### src/sv/cle_pkg.sv
`timescale 1ns / 1ps
// ----------------------------------------------------------------------------
// cle_pkg
// Shared types and constants for the line editor: byte codes, register
// indexes, reset values and the controller state type.
// ----------------------------------------------------------------------------
package cle_pkg;

  localparam int LineBytesDef = 32;
  localparam int DataW        = 8;
  localparam int CfgIndexW    = 1;

  localparam logic [CfgIndexW-1:0] RegDeleteCode = 1'b0;
  localparam logic [CfgIndexW-1:0] RegEscapeCode = 1'b1;

  localparam logic [DataW-1:0] DeleteReset = 8'd127;
  localparam logic [DataW-1:0] EscapeReset = 8'd27;

  localparam logic [DataW-1:0] CodeCr  = 8'h0D;
  localparam logic [DataW-1:0] CodeLf  = 8'h0A;
  localparam logic [DataW-1:0] CodeBs  = 8'h08;
  localparam logic [DataW-1:0] CodeSp  = 8'h20;
  localparam logic [DataW-1:0] CodeNul = 8'h00;

  typedef struct packed {
    logic [DataW-1:0] delete_code;
    logic [DataW-1:0] escape_code;
  } cle_cfg_t;

  typedef enum logic [2:0] {
    ST_IDLE,
    ST_ECHO,
    ST_RD_ADDR,
    ST_RD_DATA,
    ST_TERM
  } ctrl_state_t;

endpackage

### src/sv/cle_rx_if.sv
`timescale 1ns / 1ps
// ----------------------------------------------------------------------------
// cle_rx_if
// Receive channel: one terminal byte per item.
// ----------------------------------------------------------------------------
interface cle_rx_if;
  logic                    valid;
  logic                    ready;
  logic [cle_pkg::DataW-1:0] rx_byte;

  modport source (output valid, output rx_byte, input ready);
  modport sink   (input valid, input rx_byte, output ready);
endinterface

### src/sv/cle_tx_if.sv
`timescale 1ns / 1ps
// ----------------------------------------------------------------------------
// cle_tx_if
// Result channel: echo bytes and completed line bytes.
// ----------------------------------------------------------------------------
interface cle_tx_if;
  logic                    valid;
  logic                    ready;
  logic                    channel;
  logic [cle_pkg::DataW-1:0] data_byte;
  logic                    end_of_line;
  logic                    last;

  modport source (output valid, output channel, output data_byte,
                  output end_of_line, output last, input ready);
  modport sink   (input valid, input channel, input data_byte,
                  input end_of_line, input last, output ready);
endinterface

### src/sv/cle_ram.sv
`timescale 1ns / 1ps
// ----------------------------------------------------------------------------
// cle_ram
// Generic single-write, single-read RAM with registered read data.
// ----------------------------------------------------------------------------
module cle_ram #(
  parameter  int WIDTH = cle_pkg::DataW,
  parameter  int DEPTH = cle_pkg::LineBytesDef,
  localparam int AW    = $clog2(DEPTH)
) (
  input  logic             clk,
  input  logic             we,
  input  logic [AW-1:0]    waddr,
  input  logic [WIDTH-1:0] wdata,
  input  logic             re,
  input  logic [AW-1:0]    raddr,
  output logic [WIDTH-1:0] rdata
);

  logic [WIDTH-1:0] mem [DEPTH];

  always_ff @(posedge clk) begin
    if (we) begin
      mem[waddr] <= wdata;
    end
    if (re) begin
      rdata <= mem[raddr];
    end
  end

endmodule

### src/sv/cle_ctrl.sv
`timescale 1ns / 1ps
// ----------------------------------------------------------------------------
// cle_ctrl
// Byte decode, fill position, echo sequencing, line read-out from the store
// and the output register.
// ----------------------------------------------------------------------------
module cle_ctrl #(
  parameter  int LINE_BYTES = cle_pkg::LineBytesDef,
  localparam int AW         = $clog2(LINE_BYTES)
) (
  input  logic                      clk,
  input  logic                      rst,
  input  cle_pkg::cle_cfg_t         cfg,
  cle_rx_if.sink                    rx,
  cle_tx_if.source                  tx,
  output logic                      mem_we,
  output logic [AW-1:0]             mem_waddr,
  output logic [cle_pkg::DataW-1:0] mem_wdata,
  output logic                      mem_re,
  output logic [AW-1:0]             mem_raddr,
  input  logic [cle_pkg::DataW-1:0] mem_rdata
);

  localparam logic [AW-1:0] PosMax = AW'(LINE_BYTES - 1);

  cle_pkg::ctrl_state_t state, state_next;

  logic [AW-1:0] pos;
  logic [AW-1:0] rd_idx;
  logic          echo_step;
  logic          eol_kind;

  logic                      out_valid;
  logic                      out_channel;
  logic [cle_pkg::DataW-1:0] out_byte;
  logic                      out_eol;
  logic                      out_last;

  logic                      ld;
  logic                      ld_channel;
  logic [cle_pkg::DataW-1:0] ld_byte;
  logic                      ld_eol;
  logic                      ld_last;

  logic load_ok;
  logic accept;
  logic is_eol;
  logic is_esc;
  logic is_del;
  logic is_ord;
  logic rd_final;

  assign load_ok = !out_valid || tx.ready;
  assign rx.ready = (state == cle_pkg::ST_IDLE) && load_ok;
  assign accept = rx.valid && rx.ready;

  assign is_eol = (rx.rx_byte == cle_pkg::CodeCr) || (rx.rx_byte == cle_pkg::CodeLf);
  assign is_esc = !is_eol && (rx.rx_byte == cfg.escape_code);
  assign is_del = !is_eol && !is_esc &&
                  ((rx.rx_byte == cfg.delete_code) || (rx.rx_byte == cle_pkg::CodeBs));
  assign is_ord = !is_eol && !is_esc && !is_del && (pos < PosMax);

  assign rd_final = ((AW+1)'(rd_idx) + (AW+1)'(1)) == (AW+1)'(pos);

  assign mem_waddr = pos;
  assign mem_wdata = rx.rx_byte;
  assign mem_raddr = rd_idx;

  assign tx.valid       = out_valid;
  assign tx.channel     = out_channel;
  assign tx.data_byte   = out_byte;
  assign tx.end_of_line = out_eol;
  assign tx.last        = out_last;

  // next state
  always_comb begin
    state_next = state;
    unique case (state)
      cle_pkg::ST_IDLE: begin
        if (accept && (is_eol || is_del)) begin
          state_next = cle_pkg::ST_ECHO;
        end
      end
      cle_pkg::ST_ECHO: begin
        if (load_ok) begin
          if (eol_kind) begin
            state_next = (pos == '0) ? cle_pkg::ST_TERM : cle_pkg::ST_RD_ADDR;
          end else if (echo_step) begin
            state_next = cle_pkg::ST_IDLE;
          end
        end
      end
      cle_pkg::ST_RD_ADDR: begin
        state_next = cle_pkg::ST_RD_DATA;
      end
      cle_pkg::ST_RD_DATA: begin
        if (load_ok) begin
          state_next = rd_final ? cle_pkg::ST_TERM : cle_pkg::ST_RD_ADDR;
        end
      end
      cle_pkg::ST_TERM: begin
        if (load_ok) begin
          state_next = cle_pkg::ST_IDLE;
        end
      end
      default: state_next = cle_pkg::ST_IDLE;
    endcase
  end

  // outputs
  always_comb begin
    ld         = 1'b0;
    ld_channel = 1'b0;
    ld_byte    = cle_pkg::CodeNul;
    ld_eol     = 1'b0;
    ld_last    = 1'b0;
    mem_we     = 1'b0;
    mem_re     = 1'b0;
    unique case (state)
      cle_pkg::ST_IDLE: begin
        if (accept) begin
          priority if (is_eol) begin
            ld      = 1'b1;
            ld_byte = cle_pkg::CodeCr;
          end else if (is_del) begin
            ld      = 1'b1;
            ld_byte = cle_pkg::CodeBs;
          end else if (is_ord) begin
            ld      = 1'b1;
            ld_byte = rx.rx_byte;
            ld_last = 1'b1;
            mem_we  = 1'b1;
          end
        end
      end
      cle_pkg::ST_ECHO: begin
        if (load_ok) begin
          ld = 1'b1;
          if (eol_kind) begin
            ld_byte = cle_pkg::CodeLf;
          end else if (echo_step) begin
            ld_byte = cle_pkg::CodeBs;
            ld_last = 1'b1;
          end else begin
            ld_byte = cle_pkg::CodeSp;
          end
        end
      end
      cle_pkg::ST_RD_ADDR: begin
        mem_re = 1'b1;
      end
      cle_pkg::ST_RD_DATA: begin
        if (load_ok) begin
          ld         = 1'b1;
          ld_channel = 1'b1;
          ld_byte    = mem_rdata;
        end
      end
      cle_pkg::ST_TERM: begin
        if (load_ok) begin
          ld         = 1'b1;
          ld_channel = 1'b1;
          ld_eol     = 1'b1;
          ld_last    = 1'b1;
        end
      end
      default: begin
        ld = 1'b0;
      end
    endcase
  end

  always_ff @(posedge clk) begin
    if (rst) begin
      state     <= cle_pkg::ST_IDLE;
      pos       <= '0;
      rd_idx    <= '0;
      echo_step <= 1'b0;
      eol_kind  <= 1'b0;
      out_valid <= 1'b0;
    end else begin
      state <= state_next;
      if (ld) begin
        out_valid <= 1'b1;
      end else if (tx.ready) begin
        out_valid <= 1'b0;
      end
      if (accept) begin
        echo_step <= 1'b0;
        eol_kind  <= is_eol;
        if (is_del && (pos != '0)) begin
          pos <= pos - AW'(1);
        end else if (is_ord) begin
          pos <= pos + AW'(1);
        end
      end
      if ((state == cle_pkg::ST_ECHO) && load_ok) begin
        echo_step <= 1'b1;
        rd_idx    <= '0;
      end
      if ((state == cle_pkg::ST_RD_DATA) && load_ok) begin
        rd_idx <= rd_idx + AW'(1);
      end
      if ((state == cle_pkg::ST_TERM) && load_ok) begin
        pos <= '0;
      end
    end
  end

  always_ff @(posedge clk) begin
    if (ld) begin
      out_channel <= ld_channel;
      out_byte    <= ld_byte;
      out_eol     <= ld_eol;
      out_last    <= ld_last;
    end
  end

  a_mem_port_excl: assert property (@(posedge clk) disable iff (rst)
    !(mem_we && mem_re))
    else $error("store read and write in the same cycle");

  a_pos_range: assert property (@(posedge clk) disable iff (rst)
    pos <= PosMax)
    else $error("fill position beyond store");

  a_read_below_fill: assert property (@(posedge clk) disable iff (rst)
    (state == cle_pkg::ST_RD_DATA) |-> (rd_idx < pos))
    else $error("line read past fill position");

  a_eol_echo: assert property (@(posedge clk) disable iff (rst)
    (accept && is_eol) |=> (tx.valid && !tx.channel && (tx.data_byte == cle_pkg::CodeCr)))
    else $error("end of line not echoed with CR");

  a_term_shape: assert property (@(posedge clk) disable iff (rst)
    (tx.valid && tx.end_of_line) |->
      (tx.channel && tx.last && (tx.data_byte == cle_pkg::CodeNul)))
    else $error("malformed line terminator");

endmodule

### src/sv/cli_line_editor_core.sv
`timescale 1ns / 1ps
// ----------------------------------------------------------------------------
// cli_line_editor_core
// Terminal line editor with echo: stores typed bytes, handles delete and
// backspace, and on CR or LF hands out the stored line with a terminator.
// ----------------------------------------------------------------------------
// Echo: output starts in the cycle after a byte is accepted; an escape or
//   a byte with the store full gives none. Delete echoes BS, SP, BS; end of
//   line echoes CR, LF, then one store read and one output load per stored
//   byte via the single read port, then the terminator; rx waits for idle.
// Reset: synchronous; clears the fill position, output valid and state, and
//   loads the delete and escape codes with 127 and 27. Store is not cleared.
module cli_line_editor_core #(
  parameter int LINE_BYTES = cle_pkg::LineBytesDef
) (
  input  logic                          clk,
  input  logic                          rst,
  input  logic                          cfg_we,
  input  logic [cle_pkg::CfgIndexW-1:0] cfg_index,
  input  logic [cle_pkg::DataW-1:0]     cfg_data,
  cle_rx_if.sink                        rx,
  cle_tx_if.source                      tx
);

  localparam int AW = $clog2(LINE_BYTES);

  cle_pkg::cle_cfg_t cfg;

  logic                      mem_we;
  logic [AW-1:0]             mem_waddr;
  logic [cle_pkg::DataW-1:0] mem_wdata;
  logic                      mem_re;
  logic [AW-1:0]             mem_raddr;
  logic [cle_pkg::DataW-1:0] mem_rdata;

  always_ff @(posedge clk) begin
    if (rst) begin
      cfg.delete_code <= cle_pkg::DeleteReset;
      cfg.escape_code <= cle_pkg::EscapeReset;
    end else if (cfg_we) begin
      unique case (cfg_index)
        cle_pkg::RegDeleteCode: cfg.delete_code <= cfg_data;
        cle_pkg::RegEscapeCode: cfg.escape_code <= cfg_data;
      endcase
    end
  end

  cle_ctrl #(
    .LINE_BYTES (LINE_BYTES)
  ) u_ctrl (
    .clk       (clk),
    .rst       (rst),
    .cfg       (cfg),
    .rx        (rx),
    .tx        (tx),
    .mem_we    (mem_we),
    .mem_waddr (mem_waddr),
    .mem_wdata (mem_wdata),
    .mem_re    (mem_re),
    .mem_raddr (mem_raddr),
    .mem_rdata (mem_rdata)
  );

  cle_ram #(
    .WIDTH (cle_pkg::DataW),
    .DEPTH (LINE_BYTES)
  ) u_line_store (
    .clk   (clk),
    .we    (mem_we),
    .waddr (mem_waddr),
    .wdata (mem_wdata),
    .re    (mem_re),
    .raddr (mem_raddr),
    .rdata (mem_rdata)
  );

endmodule
### src/flat_wrapper.sv
// flat-port wrapper written by rule: the top's interface ports become plain ports
module cli_line_editor_core_flat 
#(
  parameter int LINE_BYTES = cle_pkg::LineBytesDef
)
  (clk, rst, cfg_we, cfg_index, cfg_data, rx_valid, rx_rx_byte, rx_ready, tx_valid, tx_channel, tx_data_byte, tx_end_of_line, tx_last, tx_ready);
  cle_rx_if rx_i ();
  cle_tx_if tx_i ();
  input  logic clk;
  input  logic rst;
  input  logic cfg_we;
  input  logic [cle_pkg::CfgIndexW-1:0] cfg_index;
  input  logic [cle_pkg::DataW-1:0] cfg_data;
  input wire logic [$bits(rx_i.valid)-1:0] rx_valid;
  input wire logic [$bits(rx_i.rx_byte)-1:0] rx_rx_byte;
  output wire logic [$bits(rx_i.ready)-1:0] rx_ready;
  output wire logic [$bits(tx_i.valid)-1:0] tx_valid;
  output wire logic [$bits(tx_i.channel)-1:0] tx_channel;
  output wire logic [$bits(tx_i.data_byte)-1:0] tx_data_byte;
  output wire logic [$bits(tx_i.end_of_line)-1:0] tx_end_of_line;
  output wire logic [$bits(tx_i.last)-1:0] tx_last;
  input wire logic [$bits(tx_i.ready)-1:0] tx_ready;
  assign rx_i.valid = rx_valid;
  assign rx_i.rx_byte = rx_rx_byte;
  assign rx_ready = rx_i.ready;
  assign tx_valid = tx_i.valid;
  assign tx_channel = tx_i.channel;
  assign tx_data_byte = tx_i.data_byte;
  assign tx_end_of_line = tx_i.end_of_line;
  assign tx_last = tx_i.last;
  assign tx_i.ready = tx_ready;
  cli_line_editor_core #(.LINE_BYTES(LINE_BYTES)) u_core (.clk(clk), .rst(rst), .cfg_we(cfg_we), .cfg_index(cfg_index), .cfg_data(cfg_data), .rx(rx_i), .tx(tx_i));
endmodule
### config.mk
export PLATFORM = sky130hd
export DESIGN_NAME = cli_line_editor_core_flat
export DESIGN_NICKNAME = d
export VERILOG_FILES = /design/src/sv/cle_pkg.sv /design/src/sv/cle_rx_if.sv /design/src/sv/cle_tx_if.sv /design/src/sv/cle_ram.sv /design/src/sv/cle_ctrl.sv /design/src/sv/cli_line_editor_core.sv /design/src/flat_wrapper.sv
export SDC_FILE = /design/constraint.sdc
export NUM_CORES = 1
export LEC_CHECK = 0
export BUFFER_PORTS_ARGS = -buffer_cell sky130_fd_sc_hd__buf_2
export CORE_UTILIZATION = 57
export DETAILED_ROUTE_END_ITERATION = 12
export GPL_TIMING_DRIVEN = 0
export HOLD_SLACK_MARGIN = 0.02
export PLACE_DENSITY = 0.73
export SLEW_MARGIN = 10
export SYNTH_ARGS = -nofsm -noshare
export SYNTH_HDL_FRONTEND = slang
export SYNTH_SLANG_ARGS = --single-unit
export TNS_END_PERCENT = 5
### constraint.sdc
create_clock -name clk -period 5.6 [get_ports clk]
set_clock_uncertainty 0.05 [all_clocks]
set_input_delay 0.56 -clock clk [delete_from_list [all_inputs] [get_ports clk]]
set_output_delay 0.56 -clock clk [all_outputs]
set_load 0.01 [all_outputs]
* Yosys cells after proc, flatten, opt, wreduce, memory -nomap -nowiden
Memory sizes are Yosys's and may differ from the RTL's. A register that Yosys moved wholly into a read port is not among the register bits.
Cells that the tools add are included.
** Storage, ports and cells
- Register bits after elaboration :: 43
- RAM bits :: 256
- Input port bits :: 22
- Output and inout port bits :: 13
- Word-level logic and storage cells :: 111
- Memories kept :: 1
** Memory list
- u_core.u_line_store.mem :: depth 32, bits a word 8, rd ports 1, clocked after Yosys merged registers in 1, write ports 1, RTL line cle_ram.sv:20 : logic [WIDTH-1:0] mem [DEPTH];
** Cells by class
- $add $sub $neg :: 4
- Magnitude comparators :: 1
- Eq/ne operators :: 15
- Muxes and demuxes :: 43
- Bitwise logic cells :: 1
- Reduce and logical (&&, ||, !) cells :: 34
** Operator list (count)
- 2-to-1 mux 8 bit :: 5
- == test 8 x 4 -> 1 bit, second input constant :: 3
- 2-to-1 mux 3 bit :: 8
- case mux 8 bit (3 select lines) :: 1
- 2-to-1 mux 5 bit :: 4
- 2-to-1 mux 1 bit :: 19
- 2-to-1 mux 6 bit :: 3
- == test 8 bit :: 2
- case mux 3 bit (5 select lines) :: 1
- logical AND 1 bit :: 12
- adder 5 x 1 -> 5 bit, second input constant :: 2
- nonzero test 2 bit :: 4
- adder 5 x 1 -> 6 bit, second input constant :: 1
- == test 3 x 2 -> 1 bit, second input constant :: 2
- == test 6 x 5 -> 1 bit :: 1
- != test 2 bit, second input constant :: 3
- AND reduction 2 bit :: 3
- zero test 5 bit :: 1
- < comparator 5 bit, second input constant :: 1
- AND reduction 5 bit :: 1
- nonzero test 5 bit :: 1
- subtractor 5 x 1 -> 5 bit, second input constant :: 1
- zero test 1 bit :: 4
- logical OR 1 bit :: 4
- 10 further kinds :: 11

* Longest topological paths before layout
Gate-level depths: netlist of the first run.
- Word-level depth :: 17
- Gate-level depth with buffers :: 12
- Mapped depth without buffers :: 12

* By module
A second synthesis of the first run with hierarchy kept.
** Second synthesis, totals
- Cells, all modules :: 691
- Area total of the unflattened synthesis :: 12708.4 µm²
** Modules (own cells, without submodules)
- cle_ram :: times used 1, cells each 417, area an instance 10133.5 µm², seq. area each 7927.6 µm²
- cle_ctrl :: times used 1, cells each 207, area an instance 1900.6 µm², seq. area each 650.6 µm²
- cli_line_editor_core :: times used 1, cells each 67, area an instance 674.4 µm², seq. area each 320.3 µm²

* Worst setup path after synthesis of the first run
Ideal clock, no wire load.
- Path type :: input port to flip-flop
- From :: input rx_rx_byte[7]
- To :: register u_core.u_ctrl.pos[4], in the netlist u_core.u_ctrl.mem_waddr[4]
- Library setup time :: 0.070 ns
- Arrival :: 2.924 ns
- Data required time :: 5.480 ns
- Path slack :: 2.556 ns
- Stages on the path :: 12
- Path buffers :: 0
- Path through :: xor2_1 nor4_1 a21boi_4 nand3_1 inv_1 ha_1 nor2b_1 o21ai_0 nand2b_1 and4_2 or4_1 a21oi_1
** Between the ends
- Longest elaborated chain between the ends :: 12
- Elaborated cells between the ends (all ways) :: 19
- Those cells by class :: eq/ne: 5; mux: 1; reduce/logical: 13
** RTL lines
- from (decl) :: RTL line flat_wrapper.sv:15 : input wire logic [$bits(rx_i.rx_byte)-1:0] rx_rx_byte;
- == test 8 x 4 -> 1 bit :: RTL line cle_ctrl.sv:57 : assign is_eol = (rx.rx_byte == cle_pkg::CodeCr) || (rx.rx_byte == cle_pkg::CodeLf);
- logical OR 1 bit :: RTL line cle_ctrl.sv:57
- zero test 1 bit :: RTL line cle_ctrl.sv:58, cle_ctrl.sv:59, cle_ctrl.sv:61
- logical AND 1 bit :: RTL line cle_ctrl.sv:58 : assign is_esc = !is_eol && (rx.rx_byte == cfg.escape_code);
- zero test 1 bit :: RTL line cle_ctrl.sv:59, cle_ctrl.sv:61
- logical AND 1 bit :: RTL line cle_ctrl.sv:59, cle_ctrl.sv:61
- logical AND 1 bit :: RTL line cle_ctrl.sv:59 : assign is_del = !is_eol && !is_esc &&
- zero test 1 bit :: RTL line cle_ctrl.sv:61 : assign is_ord = !is_eol && !is_esc && !is_del && (pos < PosMax);
- logical AND 1 bit (2 in a row) :: RTL line cle_ctrl.sv:61
- nonzero test 2 bit (no source line)
- AND reduction 2 bit (no source line)
- to (signal assigned) :: RTL line cle_ctrl.sv:192 : pos <= pos - AW'(1);
- to (signal assigned) :: RTL line cle_ctrl.sv:194 : pos <= pos + AW'(1);
- to (decl) :: RTL line cle_ctrl.sv:28 : logic [AW-1:0] pos;
Parallel ways exist; a longest one is shown, timed or not.
A chain may end at the register's enable or synchronous reset.

* Worst setup path in the final report of the first run
- From :: input rx_rx_byte[4]
- To :: register u_core.u_ctrl.pos[4], in the netlist u_core.u_ctrl.mem_waddr[4]
The elaborated chain is that of the path after synthesis.

==> flow_metrics.env, run 1 <==
export IMPL_min_delay_start="cfg_data[1]"
export IMPL_worst_r2r_path_depth=12
export IMPL_gr_total_overflow=0
export IMPL_drv_slew=0
export IMPL_end_kind="flip-flop"
export IMPL_hpwl_mm=17.66
export IMPL_top_level_ports=35
export IMPL_start_kind="primary input"
export IMPL_worstSetupPathType="primary input to flip-flop"
export IMPL_max_clock_path_buffers=3
export IMPL_cp_slowest_cell="buf_2"
export IMPL_ir_drop_uv=387.7
export IMPL_timing_rr_end="u_core.u_ctrl.mem_waddr[4]"
export IMPL_hold_viol=0
export IMPL_leakagePower_uw=0.004457
export IMPL_ctsResizeCount=0
export IMPL_grt_total_usage_pct=24.82
export IMPL_r2r_start="u_core.cfg[8]"
export IMPL_slew_headroom_pct=34.01
export IMPL_cts_root_buf="clkbuf_16"
export IMPL_wl_mm=26.95
export IMPL_hold_class="primary input to flip-flop"
export IMPL_first_iter_violations=628
export IMPL_die_y_um=150.5
export IMPL_crit_family="simple AND/OR/NAND/NOR gates"
export IMPL_via_count=6731
export IMPL_synth_most_common_cell="edfxtp_1"
export IMPL_synthArstFlopShare_pct=0
export IMPL_start_util_pct=59.02
export IMPL_min_to="u_core.cfg[9]"
export IMPL_finalInstanceArea_mm2=0.01411
export IMPL_report_power_total_uw=4774
export IMPL_final_instance_count_excl_fill=1054
export IMPL_synth_top_area_share_pct=65.73
export IMPL_path_clk_slew_ps=60
export IMPL_max_stage_delay_ps=650
export IMPL_cts_sinks=307
export IMPL_regToRegSetupSlack_ps=2310
export IMPL_die_w_um=150.5
export IMPL_postCtsSetupBuffers=0
export IMPL_drv_cap=0
export IMPL_crit_fanout=36
export IMPL_worst_pin_slew_ps=989.9
export IMPL_placed_cells=997
export IMPL_p_per_area_mw_per_mm2=338.3
export IMPL_fin_ws_ps=1947
export IMPL_layout_drive_gt1_share_pct=24.16
export IMPL_grt_pass1_vias=6571
export IMPL_post_route_min_period_ps=3653
export IMPL_synth_seq_cells=307
export IMPL_grt_max_degree=39
export IMPL_fin_tns_setup_ps=0
export IMPL_synthCells=684
export IMPL_num_rows=53
export IMPL_finalCritPeriodShare_pct=65.23
export IMPL_crit_chain="buf_2, xnor2_1, nand4_1, o21ai_0, nand3_1, inv_1, ha_1, nor2b_1, o21ai_0, nand2b_1, and4_2, or4_1, a21oi_1"
export IMPL_synth_commonest_cells="275 x edfxtp_1, 80 x mux4_2, 49 x nor2_1"
export IMPL_avgSynthCellArea_um2=18.37
export IMPL_dieArea_mm2=0.02264
export IMPL_ys_seq_area_share_pct=70.83
export IMPL_synth_edff_count=275
export IMPL_num_fill_cells=1376
export IMPL_synth_top_cell_by_area="edfxtp_1"
export IMPL_rsz0062_at_grt="false"
export IMPL_core_area_mm2=0.02129
export IMPL_status="complete, no violations"
export IMPL_port_buffers=31
export IMPL_hold_buffers=0
export IMPL_synth_area_leaders="edfxtp_1 66%, mux4_2 14%, dfxtp_1 5.1%, nor2_1 1.5%, xnor2_1 0.98%"
export IMPL_cts_tree="built"
export IMPL_path_buf_inv=2
export IMPL_ys_types=66
export IMPL_cts_buffers=30
export IMPL_fmax_mhz=273.7
export IMPL_setup_viol=0
export IMPL_synthFlopType="edfxtp_1"
export IMPL_area_growth_pct=12.32
export IMPL_antenna_found_initial=1
export IMPL_clk_latency_ps=550
export IMPL_final_nets=781
export IMPL_pre_cts_slack_ps=1221
export IMPL_place_area_mm2=0.01309
export IMPL_required_ps=6030
export IMPL_grt_pass1_wl_mm=40.08
export IMPL_crit_top_cell="o21ai_0"
export IMPL_ys_warn_count=0
export IMPL_ant_nets=0
export IMPL_place_congestion=0.9428
export IMPL_drc_errors=0
export IMPL_cp_data_arrival_time_ps=4080
export IMPL_first_pass_iters=6
export IMPL_routedWlPerCell_um=25.57
export IMPL_vias_per_cell=6.386
export IMPL_htreeDepth=1
export IMPL_hold_path_depth=2
export IMPL_syn_cell_area_mm2=0.01256
## registers in the layout, indices dropped and copies added, names as in the netlist, 3 cells and up
name                        cells
u_core.u_line_store.mem       256
u_core.cfg                     16
u_core.u_ctrl.tx.data_byte      8
u_core.u_line_store.rdata       8
u_core.u_ctrl.mem_raddr         5
u_core.u_ctrl.mem_waddr         5
u_core.u_ctrl.state             3
## cell usage in the layout, fill, tap and decap left out, drive strengths merged, types with 4 or more instances in the layout
cell type,instances
xor2,10
buf,42
dfxtp,32
clkinv,14
and3,8
nand2,21
mux4,80
ha,4
a211o,11
conb,8
mux2i,4
a21oi,15
inv,9
nand3,22
nor2b,11
xnor2,14
nor2,49
o21ai,7
mux2,8
nor3,13
edfxtp,275
clkbuf,59
bufinv,5
nand4,4
## logic make-up (layout without fill, tap and decap cells)
logic type / count (synthesis) / count (layout) / share of synthesized area (%)
flip-flops: 307 / 307 / 70.83
buffers and inverters: 44 / 131 / 1.474
AO/OA/AOI/OAI: 58 / 58 / 3.556
other: 1 / 9 / 0.02985
adder cells (fa/ha/maj): 5 / 5 / 0.5577
AND/OR/NAND/NOR: 153 / 153 / 6.503
XOR/XNOR: 24 / 24 / 1.673
multiplexers: 92 / 92 / 15.38
## per-layer routing
metal	global-route usage [%]	wire, um
met1	36.08	11260
met2	40.18	13210
met3	3.758	1958
met4	5.657	523
met5	0	0
## area by class of cell
type	instances	area, um2	share of cell area [%]
antenna	1	2.502	0.01773
buffer	36	155.1	1.099
clock buffer	34	765.7	5.427
clock inverter	22	244.0	1.729
inverter	8	30.03	0.2128
multi-input combinational	340	3516	24.92
sequential	307	8899	63.06
tap	275	344.1	2.438
timing repair buffer	31	155.1	1.099
## per-stage QoR
stage	util, %	hold slack, ps
final	66.29	184.4
after global routing	66.28	177.8
after CTS	66.23	163.4
after detailed placement	61.49	414.7
after global placement	61.49	405.4
after floorplan	-	398.1
## where the power goes
group          internal (uW)  switching [uW]
Clock                   1210             824
Combinational           61.9             125
Sequential              2530            17.9
## how the worst max path moves through the flow
stage / start / to / cells after the start
floorplan: rx_rx_byte[7] / u_core.u_ctrl.mem_waddr[4] / 12
global placement: rx_rx_byte[1] / u_core.u_line_store.mem[2][5] / 7
detailed placement: rx_rx_byte[1] / u_core.u_line_store.mem[2][5] / 7
CTS: rx_rx_byte[1] / u_core.u_line_store.mem[2][0] / 7
global route: rx_rx_byte[4] / u_core.u_ctrl.mem_waddr[4] / 13
finish: rx_rx_byte[4] / u_core.u_ctrl.mem_waddr[4] / 13
## worst reg2reg max path, delay by kind of cell (launching register included)
| kind | cells | cell delay [ps] |
|---|---|---|
| AND/OR/NAND/NOR | 6 | 1370 |
| flip-flops | 1 | 320 |
| buffers and inverters | 1 | 170 |
| XOR/XNOR | 1 | 190 |
| adder cells (fa/ha/maj) | 1 | 280 |
| AO/OA/AOI/OAI | 3 | 840 |
No activity file was read; power rests on OpenSTA's default activity.
==> run 2: changes to the inputs <==
--- a/config.mk
+++ b/config.mk
@@ -5,12 +5,13 @@
 export SDC_FILE = /design/constraint.sdc
 export NUM_CORES = 1
 export LEC_CHECK = 0
+export ABC_AREA = 1
 export BUFFER_PORTS_ARGS = -buffer_cell sky130_fd_sc_hd__buf_2
-export CORE_UTILIZATION = 57
+export CORE_UTILIZATION = 56
 export DETAILED_ROUTE_END_ITERATION = 12
 export GPL_TIMING_DRIVEN = 0
 export HOLD_SLACK_MARGIN = 0.02
-export PLACE_DENSITY = 0.73
+export PLACE_DENSITY = 0.75
 export SLEW_MARGIN = 10
 export SYNTH_ARGS = -nofsm -noshare
 export SYNTH_HDL_FRONTEND = slang
==> constraint.sdc (replaced) <==
create_clock -name clk -period 3.3 [get_ports clk]
set_clock_uncertainty 0.05 [all_clocks]
set_input_delay 0.33 -clock clk [delete_from_list [all_inputs] [get_ports clk]]
set_output_delay 0.33 -clock clk [all_outputs]
set_load 0.01 [all_outputs]
==> run 2 against run 1 <==
Effect of this change:
- via count increased by 41%
- critical path depth unchanged
- register-to-register slack got worse by 1700 ps
- sequential power increased by 69%
- sequential share of layout area decreased by 1.7 points
- final cell count increased by 41%
- utilization decreased by 2.1 points
- first-iteration DRC count increased to 2.7 times the previous value
- area after synthesis increased by 2.2%
- critical path type unchanged
- largest cell class unchanged
- highest routed layer unchanged
==> flow_metrics.env, run 2 <==
export IMPL_status="complete, no violations"
export IMPL_drv_slew=0
export IMPL_grt_total_usage_pct=30.99
export IMPL_vias_per_cell=6.406
export IMPL_finalInstanceArea_mm2=0.01450
export IMPL_first_iter_violations=1683
export IMPL_cts_sinks=307
export IMPL_area_growth_pct=12.91
export IMPL_slew_headroom_pct=22.21
export IMPL_crit_fanout=36
export IMPL_fmax_mhz=342.4
export IMPL_num_rows=55
export IMPL_worstSetupPathType="primary input to flip-flop"
export IMPL_top_level_ports=35
export IMPL_synth_commonest_cells="275 x edfxtp_1, 187 x nor2_1, 144 x o21ai_0"
export IMPL_setup_viol=0
export IMPL_rsz0062_at_grt="false"
export IMPL_post_route_min_period_ps=2920
export IMPL_first_pass_iters=6
export IMPL_worst_pin_slew_ps=1162
export IMPL_clk_latency_ps=560
export IMPL_layout_common_cells="275 x edfxtp_1, 187 x nor2_1, 144 x o21ai_0"
export IMPL_grt_max_degree=39
export IMPL_postCtsSetupBuffers=0
export IMPL_core_area_mm2=0.02257
export IMPL_cp_data_arrival_time_ps=3040
export IMPL_antenna_found_initial=0
export IMPL_diodes=0
export IMPL_die_w_um=153.4
export IMPL_via_count=9500
export IMPL_gr_total_overflow=0
export IMPL_cts_buffers=30
export IMPL_start_kind="primary input"
export IMPL_ctsResizeCount=0
export IMPL_p_per_area_mw_per_mm2=566.2
export IMPL_end_kind="flip-flop"
export IMPL_ant_nets=0
export IMPL_reg_top3="u_core.u_line_store.mem x256, u_core.cfg x16"
export IMPL_top_register="u_core.u_line_store.mem"
export IMPL_synth_area_leaders="edfxtp_1 64%, o21ai_0 5.6%, nor2_1 5.5%, dfxtp_1 5.0%, o221ai_1 3.5%"
export IMPL_ys_warn_count=0
export IMPL_place_congestion=0.9542
export IMPL_ys_types=39
export IMPL_die_y_um=153.4
export IMPL_port_buffers=33
export IMPL_hold_class="primary input to flip-flop"
export IMPL_synth_seq_cells=307
export IMPL_drc_errors=0
export IMPL_start_util_pct=56.88
export IMPL_wl_mm=36.07
export IMPL_fin_ws_ps=379.8
export IMPL_routedWlPerCell_um=24.32
export IMPL_synth_most_common_cell="edfxtp_1"
export IMPL_layout_drive_gt1_share_pct=12.27
export IMPL_cts_root_buf="clkbuf_16"
export IMPL_max_clock_path_buffers=3
export IMPL_final_instance_count_excl_fill=1483
export IMPL_fin_util_pct=64.23
export IMPL_grt_pass1_wl_mm=53.59
export IMPL_placed_cells=1421
export IMPL_synthFlopType="edfxtp_1"
export IMPL_synth_top_cell_by_area="edfxtp_1"
export IMPL_grt_pass1_vias=9146
export IMPL_synth_edff_count=275
export IMPL_synthArstFlopShare_pct=0
export IMPL_drv_cap=0
export IMPL_required_ps=3420
export IMPL_pre_cts_slack_ps=-163.2
export IMPL_leakagePower_uw=0.005090
export IMPL_layout_commonest_cell="edfxtp_1"
export IMPL_hpwl_mm=22.77
export IMPL_cts_tree="built"
export IMPL_hold_viol=0
export IMPL_avgSynthCellArea_um2=11.73
export IMPL_syn_cell_area_mm2=0.01284
export IMPL_place_area_mm2=0.01341
export IMPL_synth_top_area_share_pct=64.31
export IMPL_dieArea_mm2=0.02354
export IMPL_final_nets=1202
export IMPL_finalCritPeriodShare_pct=88.49
export IMPL_synthCells=1095
export IMPL_largest_reg_flops=256
export IMPL_htreeDepth=1
export IMPL_ir_drop_uv=479.6
export IMPL_ys_seq_area_share_pct=69.30
export IMPL_path_clk_slew_ps=70
-- run 2: stage by stage --
stage,total power (uW),hold WS (ps),setup TNS (ps)
2_1_floorplan,4564,378.9,0
3_3_place_gp,4705,399.2,-11800
3_5_place_dp,4714,403.8,-6359
4_1_cts,8190,41.36,0
5_1_grt,8382,86.72,0
6_report,8208,36.71,0
-- run 2: what timing repair did --
item,in CTS,in global routing
hold buffers,7,0
setup endpoints to repair,0,0
hold endpoints to repair,11,0
-- run 2: cell families after synthesis --
kind of cell | share of synthesized area, %
buffers and inverters | 4.044
AO/OA/AOI/OAI | 12.90
adder cells (fa/ha/maj) | 0.5457
other | 0.02921
XOR/XNOR | 0.6821
flip-flops | 69.30
AND/OR/NAND/NOR | 12.49
-- run 2: power breakdown --
| group | leakage [uW] | internal [uW] | switching [uW] |
|---|---|---|---|
| logic | 0.00183 | 85.9 | 236 |
| clock network | 0.000499 | 2100 | 1470 |
| registers | 0.00276 | 4300 | 23.9 |
-- run 2: path summary, 6_finish.rpt --
kind	startpoint	to	slack [ps]	cells past startpoint
worst max-delay path	rx_rx_byte[0]	u_core.u_line_store.mem[29][0]	380	13
worst min-delay path	cfg_data[7]	u_core.cfg[15]	40	3
worst max register to register	u_core.cfg[4]	u_core.u_line_store.mem[29][0]	590	11
worst min register to register	u_core.u_ctrl.echo_step	u_core.u_ctrl.echo_step	410	2
-- run 2: final cells by class --
cell class | count | area (um2)
plain buffers | 61 | 280.3
fillers | 1682 | 8074
clock inverters | 20 | 227.7
repair buffers | 41 | 246.5
flip-flops and latches | 307 | 8899
multi-input cells | 671 | 3458
well taps | 285 | 356.6
inverters | 63 | 239.0
clock buffers | 35 | 790.8
-- run 2: critical path, cell delays in order --
cell and delay, ps:
buf_2 570, inv_1 240, nand2_1 130, nand2_1 50, nand2_1 70, nor2_1 40
nand2_1 90, nand2_2 120, clkinv_1 100, nand3_4 130, inv_4 130, nand3_4 130
nor2_1 900
-- run 2: metal layers --
| metal | global-route usage, % | up-vias | wire [um] |
|---|---|---|---|
| li1 | - | 4140 | - |
| met1 | 40.95 | 4525 | 13600 |
| met2 | 49.29 | 710 | 16440 |
| met3 | 6.096 | 125 | 4239 |
| met4 | 15.57 | 0 | 1792 |
| met5 | 0 | - | 0 |
